**config.mk**
```make
export PLATFORM = sky130hd
export DESIGN_NAME = char_range_expander_top
export DESIGN_NICKNAME = d
export VERILOG_FILES = /design/src/hdl/crx_pkg.sv /design/src/hdl/crx_front.sv /design/src/hdl/crx_queue.sv /design/src/hdl/crx_back.sv /design/src/hdl/char_range_expander_top.sv
export SDC_FILE = /design/constraint.sdc
export NUM_CORES = 1
export LEC_CHECK = 0
export BUFFER_PORTS_ARGS = -buffer_cell sky130_fd_sc_hd__buf_2
export CAP_MARGIN = 20
export CORE_MARGIN = 2
export CORE_UTILIZATION = 50
export DETAILED_ROUTE_END_ITERATION = 7
export PLACE_DENSITY = 0.68
export SLEW_MARGIN = 20
export SYNTH_ARGS = -nofsm -noshare
export SYNTH_HDL_FRONTEND = slang
export SYNTH_SLANG_ARGS = --single-unit
```
**constraint.sdc**
```tcl
create_clock -name clk -period 9.8 [get_ports clk]
set_clock_uncertainty 0.15 [all_clocks]
set_input_delay 1.96 -clock clk [delete_from_list [all_inputs] [get_ports clk]]
set_output_delay 1.96 -clock clk [all_outputs]
set_load 0.02 [all_outputs]
```
**src/hdl/crx_pkg.sv**
```systemverilog
package crx_pkg;

  localparam int unsigned QDEPTH = 2;
  localparam int unsigned QPTR_W = (QDEPTH > 1) ? $clog2(QDEPTH) : 1;
  localparam int unsigned QCNT_W = $clog2(QDEPTH + 1);

  localparam logic [7:0] CH_LO_A = 8'h61;
  localparam logic [7:0] CH_LO_Z = 8'h7A;
  localparam logic [7:0] CH_UP_A = 8'h41;
  localparam logic [7:0] CH_UP_Z = 8'h5A;
  localparam logic [7:0] CH_D0   = 8'h30;
  localparam logic [7:0] CH_D9   = 8'h39;
  localparam logic [7:0] CH_DASH = 8'h2D;

  typedef enum logic [1:0] {
    CLS_OTHER = 2'd0,
    CLS_LOWER = 2'd1,
    CLS_UPPER = 2'd2,
    CLS_DIGIT = 2'd3
  } cls_t;

  typedef struct packed {
    logic [7:0] in_char;
    logic       is_final;
  } in_t;

  typedef struct packed {
    logic [7:0] out_char;
    logic       run_end;
  } out_t;

  // optional leading '-', then every byte from lo up to hi
  typedef struct packed {
    logic       pre_dash;
    logic [7:0] lo;
    logic [7:0] hi;
  } job_t;

  function automatic cls_t char_class(input logic [7:0] c);
    cls_t r;
    r = CLS_OTHER;
    if (c >= CH_LO_A && c <= CH_LO_Z) begin
      r = CLS_LOWER;
    end else if (c >= CH_UP_A && c <= CH_UP_Z) begin
      r = CLS_UPPER;
    end else if (c >= CH_D0 && c <= CH_D9) begin
      r = CLS_DIGIT;
    end
    return r;
  endfunction

endpackage

```
**src/hdl/crx_front.sv**
```systemverilog
module crx_front
  import crx_pkg::*;
(
  input  logic clk,
  input  logic rst_n,
  input  logic in_valid,
  output logic in_ready,
  input  in_t  in_data,
  input  logic q_full,
  output logic push,
  output job_t push_job
);

  logic [7:0] prior_char_r, prior_char_nxt;
  logic       prior_alnum_r, prior_alnum_nxt;
  logic       dash_held_r, dash_held_nxt;
  logic       need_push;
  cls_t       cls;
  logic       accept;

  assign in_ready = !q_full;
  assign accept   = in_valid && in_ready;
  assign push     = accept && need_push;

  always_comb begin
    cls             = char_class(in_data.in_char);
    need_push       = 1'b0;
    push_job        = '{pre_dash: 1'b0, lo: in_data.in_char, hi: in_data.in_char};
    prior_char_nxt  = prior_char_r;
    prior_alnum_nxt = prior_alnum_r;
    dash_held_nxt   = dash_held_r;
    if (cls != CLS_OTHER) begin
      if (dash_held_r) begin
        if (char_class(prior_char_r) == cls && in_data.in_char >= prior_char_r) begin
          need_push   = (in_data.in_char != prior_char_r);
          push_job.lo = prior_char_r + 8'd1;
        end else begin
          need_push         = 1'b1;
          push_job.pre_dash = 1'b1;
        end
      end else begin
        need_push = 1'b1;
      end
      dash_held_nxt   = 1'b0;
      prior_alnum_nxt = 1'b1;
      prior_char_nxt  = in_data.in_char;
    end else if (in_data.in_char == CH_DASH) begin
      if (dash_held_r) begin
        need_push         = 1'b1;
        push_job.pre_dash = 1'b1;
        dash_held_nxt     = 1'b0;
      end else if (prior_alnum_r && !in_data.is_final) begin
        dash_held_nxt = 1'b1;
      end else begin
        need_push = 1'b1;
      end
      prior_alnum_nxt = 1'b0;
    end else begin
      need_push         = 1'b1;
      push_job.pre_dash = dash_held_r;
      dash_held_nxt     = 1'b0;
      prior_alnum_nxt   = 1'b0;
    end
    if (in_data.is_final) begin
      prior_char_nxt  = 8'd0;
      prior_alnum_nxt = 1'b0;
      dash_held_nxt   = 1'b0;
    end
  end

  always_ff @(posedge clk) begin
    if (!rst_n) begin
      prior_char_r  <= 8'd0;
      prior_alnum_r <= 1'b0;
      dash_held_r   <= 1'b0;
    end else if (accept) begin
      prior_char_r  <= prior_char_nxt;
      prior_alnum_r <= prior_alnum_nxt;
      dash_held_r   <= dash_held_nxt;
    end
  end

endmodule

```
**src/hdl/crx_queue.sv**
```systemverilog
module crx_queue
  import crx_pkg::*;
(
  input  logic clk,
  input  logic rst_n,
  input  logic push,
  input  job_t push_job,
  output logic full,
  input  logic pop,
  output logic q_valid,
  output job_t head
);

  job_t              mem_r [QDEPTH];
  logic [QPTR_W-1:0] wr_ptr_r, rd_ptr_r;
  logic [QCNT_W-1:0] count_r, count_nxt;
  logic              do_push, do_pop;

  assign full    = (count_r == QCNT_W'(QDEPTH));
  assign q_valid = (count_r != '0);
  assign head    = mem_r[rd_ptr_r];
  assign do_push = push && !full;
  assign do_pop  = pop && q_valid;

  always_comb begin
    count_nxt = count_r;
    if (do_push && !do_pop) begin
      count_nxt = count_r + QCNT_W'(1);
    end else if (do_pop && !do_push) begin
      count_nxt = count_r - QCNT_W'(1);
    end
  end

  always_ff @(posedge clk) begin
    if (!rst_n) begin
      wr_ptr_r <= '0;
      rd_ptr_r <= '0;
      count_r  <= '0;
    end else begin
      count_r <= count_nxt;
      if (do_push) begin
        wr_ptr_r <= (wr_ptr_r == QPTR_W'(QDEPTH - 1)) ? '0 : wr_ptr_r + QPTR_W'(1);
      end
      if (do_pop) begin
        rd_ptr_r <= (rd_ptr_r == QPTR_W'(QDEPTH - 1)) ? '0 : rd_ptr_r + QPTR_W'(1);
      end
    end
  end

  always_ff @(posedge clk) begin
    if (do_push) begin
      mem_r[wr_ptr_r] <= push_job;
    end
  end

endmodule

```
**src/hdl/crx_back.sv**
```systemverilog
module crx_back
  import crx_pkg::*;
(
  input  logic clk,
  input  logic rst_n,
  input  logic q_valid,
  input  job_t head,
  output logic pop,
  output logic out_valid,
  input  logic out_ready,
  output out_t out_data
);

  logic       busy_r;
  logic       dash_pend_r;
  logic [7:0] cur_r;
  logic [7:0] hi_r;
  logic       last;
  logic       take;

  assign last      = !dash_pend_r && (cur_r == hi_r);
  assign take      = out_valid && out_ready;
  assign pop       = q_valid && (!busy_r || (take && last));
  assign out_valid = busy_r;
  assign out_data  = '{out_char: dash_pend_r ? CH_DASH : cur_r, run_end: last};

  always_ff @(posedge clk) begin
    if (!rst_n) begin
      busy_r      <= 1'b0;
      dash_pend_r <= 1'b0;
    end else if (pop) begin
      busy_r      <= 1'b1;
      dash_pend_r <= head.pre_dash;
    end else if (take) begin
      if (last) begin
        busy_r <= 1'b0;
      end
      dash_pend_r <= 1'b0;
    end
  end

  always_ff @(posedge clk) begin
    if (pop) begin
      cur_r <= head.lo;
      hi_r  <= head.hi;
    end else if (take && !dash_pend_r && !last) begin
      cur_r <= cur_r + 8'd1;
    end
  end

endmodule

```
**src/hdl/char_range_expander_top.sv**
```systemverilog
// Character range expander. Takes one byte per request with an end-of-string
// flag and expands shorthand such as a-z, D-K or 0-9; everything else passes
// through literally, and run_end marks the last output byte of each queued job.
// The front end classifies a byte in the cycle it is taken and queues a job
// (two deep) for the back end. The back end emits one byte per cycle while
// out_ready is high, and a job gives these bytes:
// - a plain byte gives itself;
// - a held hyphen goes out first, ahead of it;
// - a range gives one byte per added byte, up to 25;
// - an empty range gives none.
// The input stalls only while the job queue is full. No reset sweep is needed.
module char_range_expander_top
  import crx_pkg::*;
(
  input  logic clk,
  input  logic rst_n,
  input  logic in_valid,
  output logic in_ready,
  input  in_t  in_data,
  output logic out_valid,
  input  logic out_ready,
  output out_t out_data
);

  logic push, q_full, q_valid, pop;
  job_t push_job, head;

  crx_front u_front (
    .clk      (clk),
    .rst_n    (rst_n),
    .in_valid (in_valid),
    .in_ready (in_ready),
    .in_data  (in_data),
    .q_full   (q_full),
    .push     (push),
    .push_job (push_job)
  );

  crx_queue u_queue (
    .clk      (clk),
    .rst_n    (rst_n),
    .push     (push),
    .push_job (push_job),
    .full     (q_full),
    .pop      (pop),
    .q_valid  (q_valid),
    .head     (head)
  );

  crx_back u_back (
    .clk       (clk),
    .rst_n     (rst_n),
    .q_valid   (q_valid),
    .head      (head),
    .pop       (pop),
    .out_valid (out_valid),
    .out_ready (out_ready),
    .out_data  (out_data)
  );

endmodule

```
Yosys cells after proc, flatten, opt, wreduce, memory -nomap -nowiden
Memory sizes are Yosys's and may differ from the RTL's. A register that Yosys moved wholly into a read port is not among the register bits.
Index checks and enable logic that the tools add are counted.
{ "word_totals": {"output_inout_bits": 11, "wordCells": 118, "memories": 1, "romBits": 0, "regBits": 32, "latch_bits": 0, "inputBits": 13, "ramBits": 34} }
{ "mem_list": {"columns": ["name", "words", "width", "rd", "rd_ports_with_merged_regs", "wr", "line", "rtl"], "rows": [
  ["u_queue.mem_r", 2, 17, 1, 1, 1, "crx_queue.sv:14", "job_t mem_r [QDEPTH];"]
]} }
{ "op_classes": {"multipliers": 0, "order_cmp": 13, "mux": 46, "reduce_logical": 37, "shift": 0, "n_addsub": 6, "n_bitwise": 0, "n_div": 0, "n_eq_ne": 5} }
{ "op_table": {"columns": ["cell", "n"], "rows": [
  ["$mux 8", 7],
  ["$ge 8x7->1 const B", 4],
  ["$le 8x7->1 const B", 4],
  ["$mux 1", 28],
  ["$logic_and 1x1->1", 20],
  ["$mux 2", 10],
  ["$add 8x1->8 const B", 2],
  ["$ge 8x6->1 const B", 2],
  ["$le 8x6->1 const B", 2],
  ["$reduce_bool 2->1", 7],
  ["$mux 9", 1],
  ["$eq 8x6->1 const B", 1],
  ["$eq 8x8->1", 1],
  ["$ge 8x8->1", 1],
  ["$ne 8x8->1", 1],
  ["$logic_not 1->1", 7],
  ["$reduce_and 2->1", 2],
  ["$add 1x1->1 const B", 2],
  ["$add 2x1->2 const B", 1],
  ["$eq 2x2->1", 1],
  ["$eq 2x2->1 const B", 1],
  ["$sub 2x1->2 const B", 1],
  ["$logic_or 1x1->1", 1]
]} }

Logic depth before layout (Yosys ltp)
{ "depth": {"depth_word": 18, "depth_mapped": 11, "ltp_nobuf": 11} }

Cells and area by module
Synthesis repeated with hierarchy kept, for this count alone.
{ "unflattened": {"cells_unflattened": 295, "area_unflattened_um2": 3573.4} }
{ "modules_own_cells": {"columns": ["module", "seq_area_each_um2", "area_per_inst_um2", "cells_per_inst", "n_inst"], "rows": [
  ["crx_queue", 1121.1, 1461.4, 78, 1],
  ["crx_front", 200.2, 1141.1, 141, 1],
  ["crx_back", 520.5, 970.9, 76, 1]
]} }

Worst setup path after synthesis
Ideal clock, no wire load.
{ "synth_path": {"path_type": "in2reg", "from": "input in_data[5] (netlist bit)", "to": "memory u_queue.mem_r[0][0] (netlist bit) (enable)", "stages": 6, "setup_ns": 0.392, "required_time_ns": 9.258, "n_path_buf": 0, "setup_slack_ns": 5.348, "arrival_time_ns": 3.909, "path_cell_list": "or4_1 -> o22ai_1 -> nor4_1 -> o21ai_0 -> and3b_1 -> nor2b_1"} }
{ "synth_between": {"elab_chain_cells": 14, "word_cells_on_any_way": 26, "cone_classes": "order compare (7); eq/ne (3); mux (9); reduce/logical (7)"} }
{ "synth_rtl": {"columns": ["element", "line", "rtl"], "rows": [
  ["start, declared", "char_range_expander_top.sv:19", "input in_t in_data,"],
  ["$ge 8x6->1 / $le 8x6->1 (equally long branches)", "crx_pkg.sv:46", "end else if (c >= CH_D0 && c <= CH_D9) begin"],
  ["$logic_and 1x1->1", "crx_pkg.sv:46", null],
  ["$mux 2", "crx_pkg.sv:46", null],
  ["$mux 2", "crx_pkg.sv:44", "end else if (c >= CH_UP_A && c <= CH_UP_Z) begin"],
  ["$mux 2", "crx_pkg.sv:42", "if (c >= CH_LO_A && c <= CH_LO_Z) begin"],
  ["$eq 2x2->1", "crx_front.sv:34", "if (char_class(prior_char_r) == cls && in_data.in_char >= prior_char_r) begin"],
  ["$logic_and 1x1->1", "crx_front.sv:34", null],
  ["$mux 1", "crx_front.sv:34", null],
  ["$mux 1", "crx_front.sv:33", "if (dash_held_r) begin"],
  ["$mux 1 *", "crx_front.sv:32", "if (cls != CLS_OTHER) begin"],
  ["$logic_and 1x1->1 *", "crx_front.sv:23", "assign push = accept && need_push;"],
  ["$logic_and 1x1->1 *", "crx_queue.sv:22", "assign do_push = push && !full;"],
  ["via u_queue.do_push", "crx_queue.sv:17", "logic do_push, do_pop;"],
  ["$mux 1 *", "crx_queue.sv:51", "if (do_push) begin"],
  ["$mux 1 (implied by the code) *", "crx_queue.sv:52", "mem_r[wr_ptr_r] <= push_job;"],
  ["end, declared", "crx_queue.sv:14", null]
]} }
The timed path passes the listed nets; every way through them passes the cells marked *.

Final worst setup path
{ "layout_path": {"from": "input in_data[5] (netlist bit)", "to": "memory u_queue.mem_r[0][11] (netlist bit) (enable)"} }
Same word-level chain as after synthesis.

==> run summary <==
Worst Tran Pin Value -> 808 ps
Fin crit period -> 4230 ps
EDFF count, synth -> 50
Post_cts resized -> 0
Final total power -> 941 uW
Worst EP required -> 9680 ps
HP Start -> u_queue.wr_ptr_r
Largest cells by area after synthesis -> edfxtp_1, dfxtp_1, ha_1
First-pass detailed-route iteration total -> 4
Die height -> 84.7 um
PD cells -> 263 nW/um2
IR drop worst, VDD -> 0.159 mV
R2R Setup Slk -> 6500 ps
Mapped Area -> 3250 um2
Setup violators final -> 0
Max_cap viols -> 0
Share of post-route cells with drive strength above 1 -> 0.214
Most common cell after layout, fill and taps aside -> edfxtp_1
Final setup TNS -> 0 ps
Setup ws final -> 5570 ps
Synth warn -> 0
Register area share after synthesis -> 0.566
Syn_nets -> 294
Slew HR -> 0.460
Worst Setup End Kind -> register
Starting Density -> 0.515
RSZ-0062 raised after global routing -> no
Post-synthesis cell count -> 268
Core area -> 6310 um2
Nets@finish -> 316
Crit path launch type -> input port
Fill cell count -> 551
Die area -> 7170 um2
Wire length per cell -> 14.7 um
Max Clock Freq -> 0.236 GHz
Diode count -> 0
Initial antenna violation count -> 0
Grt ovf -> 0
Synthesized flop and latch total -> 67
Min-Delay Path Depth -> 2
Leakage power -> 1.34 nW
Port Buffers -> 23
Post-CTS Setup Inserts -> 0
Top cell type's share of synthesized area -> 0.461
Worst Hold Endpoint -> u_queue.wr_ptr_r
Detailed Route WL -> 5470 um
Site Rows -> 29
Most frequent cells in the layout -> edfxtp_1, buf_2, dfxtp_1
H-tree levels -> 3
R2R depth -> 8
Syn Area/Cell -> 12.1 um2
GP Congestion -> 0.829
Largest net degree at the start of global routing -> 28
Ys async rst share -> 0
Cell variety after synth -> 44
WS Path Type -> input port to register
GR Util All Layers -> 0.169
Cts bufs inserted -> 9
Post-place setup slack -> 5200 ps
Vias per std cell -> 5.34
# clock sinks -> 67
Area growth from synthesis to layout -> 9.80%
Fin crit share -> 0.432
FF-to-FF End -> u_queue.count_r[1]
Hpwl dp -> 3970 um
CTS Buffer Depth -> 2
Final Hold Viols -> 0
CTS root buf -> clkbuf_8
Status -> complete, no violations
Iter 0 DRT Violations -> 129
RR Startpoint -> u_back.cur_r[1]
Final ANT Viol Nets -> 0
Slew Limit Fails -> 0
Number of global-route vias before repair -> 1,907
Critical path arrival -> 4110 ps
Die X-Extent -> 84.7 um
Hold_buf cts -> 0
Total number of vias -> 1,985
Clock transition at the registers of the reported paths -> 70 ps
Design area -> 3570 um2
Main synth FF type -> edfxtp_1
DR DRC count -> 0
Worst skew pair latency -> 330 ps
CTS tree -> done
First-pass GRT wire length -> 9250 um
IO Pins -> 24
Max Fanout on Critical Path -> 11
Worst hold path type -> register to register
Min Hold Slack -> 347 ps
Top cell type by total area after synthesis -> edfxtp_1
Post-DP Area -> 3410 um2
state kept, by name, indices dropped and copies added, names as in the netlist, named ones only:
register and flops:
u_queue.wr_ptr_r 1, u_back.dash_pend_r 1, u_back.cur_r 8, u_front.prior_char_r 8
u_queue.rd_ptr_r 1, u_front.prior_alnum_r 1, u_back.hi_r 8, u_queue.mem_r 34
u_back.out_valid 1, u_front.dash_held_r 1, u_queue.count_r 2
metrics by stage:
step / instances / util
2_1_floorplan: 268 / -
3_3_place_gp: 356 / 0.540
3_5_place_dp: 356 / 0.540
4_1_cts: 372 / 0.566
5_1_grt: 372 / 0.566
6_report: 372 / 0.566
cell usage after synthesis, types with 8 or more instances:
cell,instances
a21oi_1,15
clkbuf_1,8
dfxtp_1,17
edfxtp_1,50
ha_1,13
inv_1,13
mux2_2,11
mux2i_1,8
nand2_1,12
nand3_1,8
nor2_1,15
o21ai_0,9
xnor2_1,14
critical path, stage by stage:
cell	delay, ps
buf_2	150
or4_1	520
o22ai_1	190
nor4_1	90
o21ai_0	160
and3b_1	230
nor2b_1	500
buf_4	300
per-layer routing:
| metal | routed length (um) | vias up | share of wire | track usage |
|---|---|---|---|---|
| met5 | 0 | - | 0 | 0 |
| met4 | 106 | 0 | 0.019 | 0.0794 |
| met3 | 170 | 8 | 0.031 | 0.0364 |
| met2 | 2720 | 33 | 0.50 | 0.273 |
| met1 | 2480 | 938 | 0.45 | 0.219 |
| li1 | - | 1006 | - | - |
kinds of logic (layout without fill, tap and decap cells):
logic type	after synthesis	after routing	share of synthesized area
xor+xnor	21	21	0.0565
fa+ha+maj	13	13	0.0500
compound gates	41	41	0.0792
buf+inv	27	54	0.0369
mux	23	23	0.0811
flops	67	67	0.566
simple gates	76	76	0.130
power breakdown:
part / leakage, nW / total, mW / switching (mW) / internal, mW
combinational: 0.644 / 0.300 / 0.167 / 0.133
sequential: 0.608 / 0.449 / 0.0540 / 0.395
clock: 0.0872 / 0.192 / 0.0939 / 0.0977
final cells by class:
type                            count  area, um2  share of cell area
Tap cell                           77       96.3              0.0270
Clock buffer                       13        149              0.0417
Inverter                           13       48.8              0.0137
Timing Repair Buffer               25        130              0.0364
Multi-Input combinational cell    174       1290               0.362
Sequential cell                    67       1840               0.515
Clock inverter                      3       15.0             0.00420
worst max path at each step:
| stage | from | to | depth (start not counted) | slack (ps) |
|---|---|---|---|---|
| floorplan | in_data[5] | u_queue.mem_r[0][0] | 6 | 5350 |
| global placement | in_data[5] | u_queue.mem_r[0][10] | 8 | 5250 |
| detailed placement | in_data[5] | u_queue.mem_r[0][8] | 8 | 5200 |
| CTS | in_data[5] | u_queue.mem_r[0][11] | 8 | 5550 |
| global route | in_data[5] | u_queue.mem_r[0][5] | 8 | 5420 |
| finish | in_data[5] | u_queue.mem_r[0][11] | 8 | 5570 |
No activity file was read; power rests on OpenSTA's default activity.
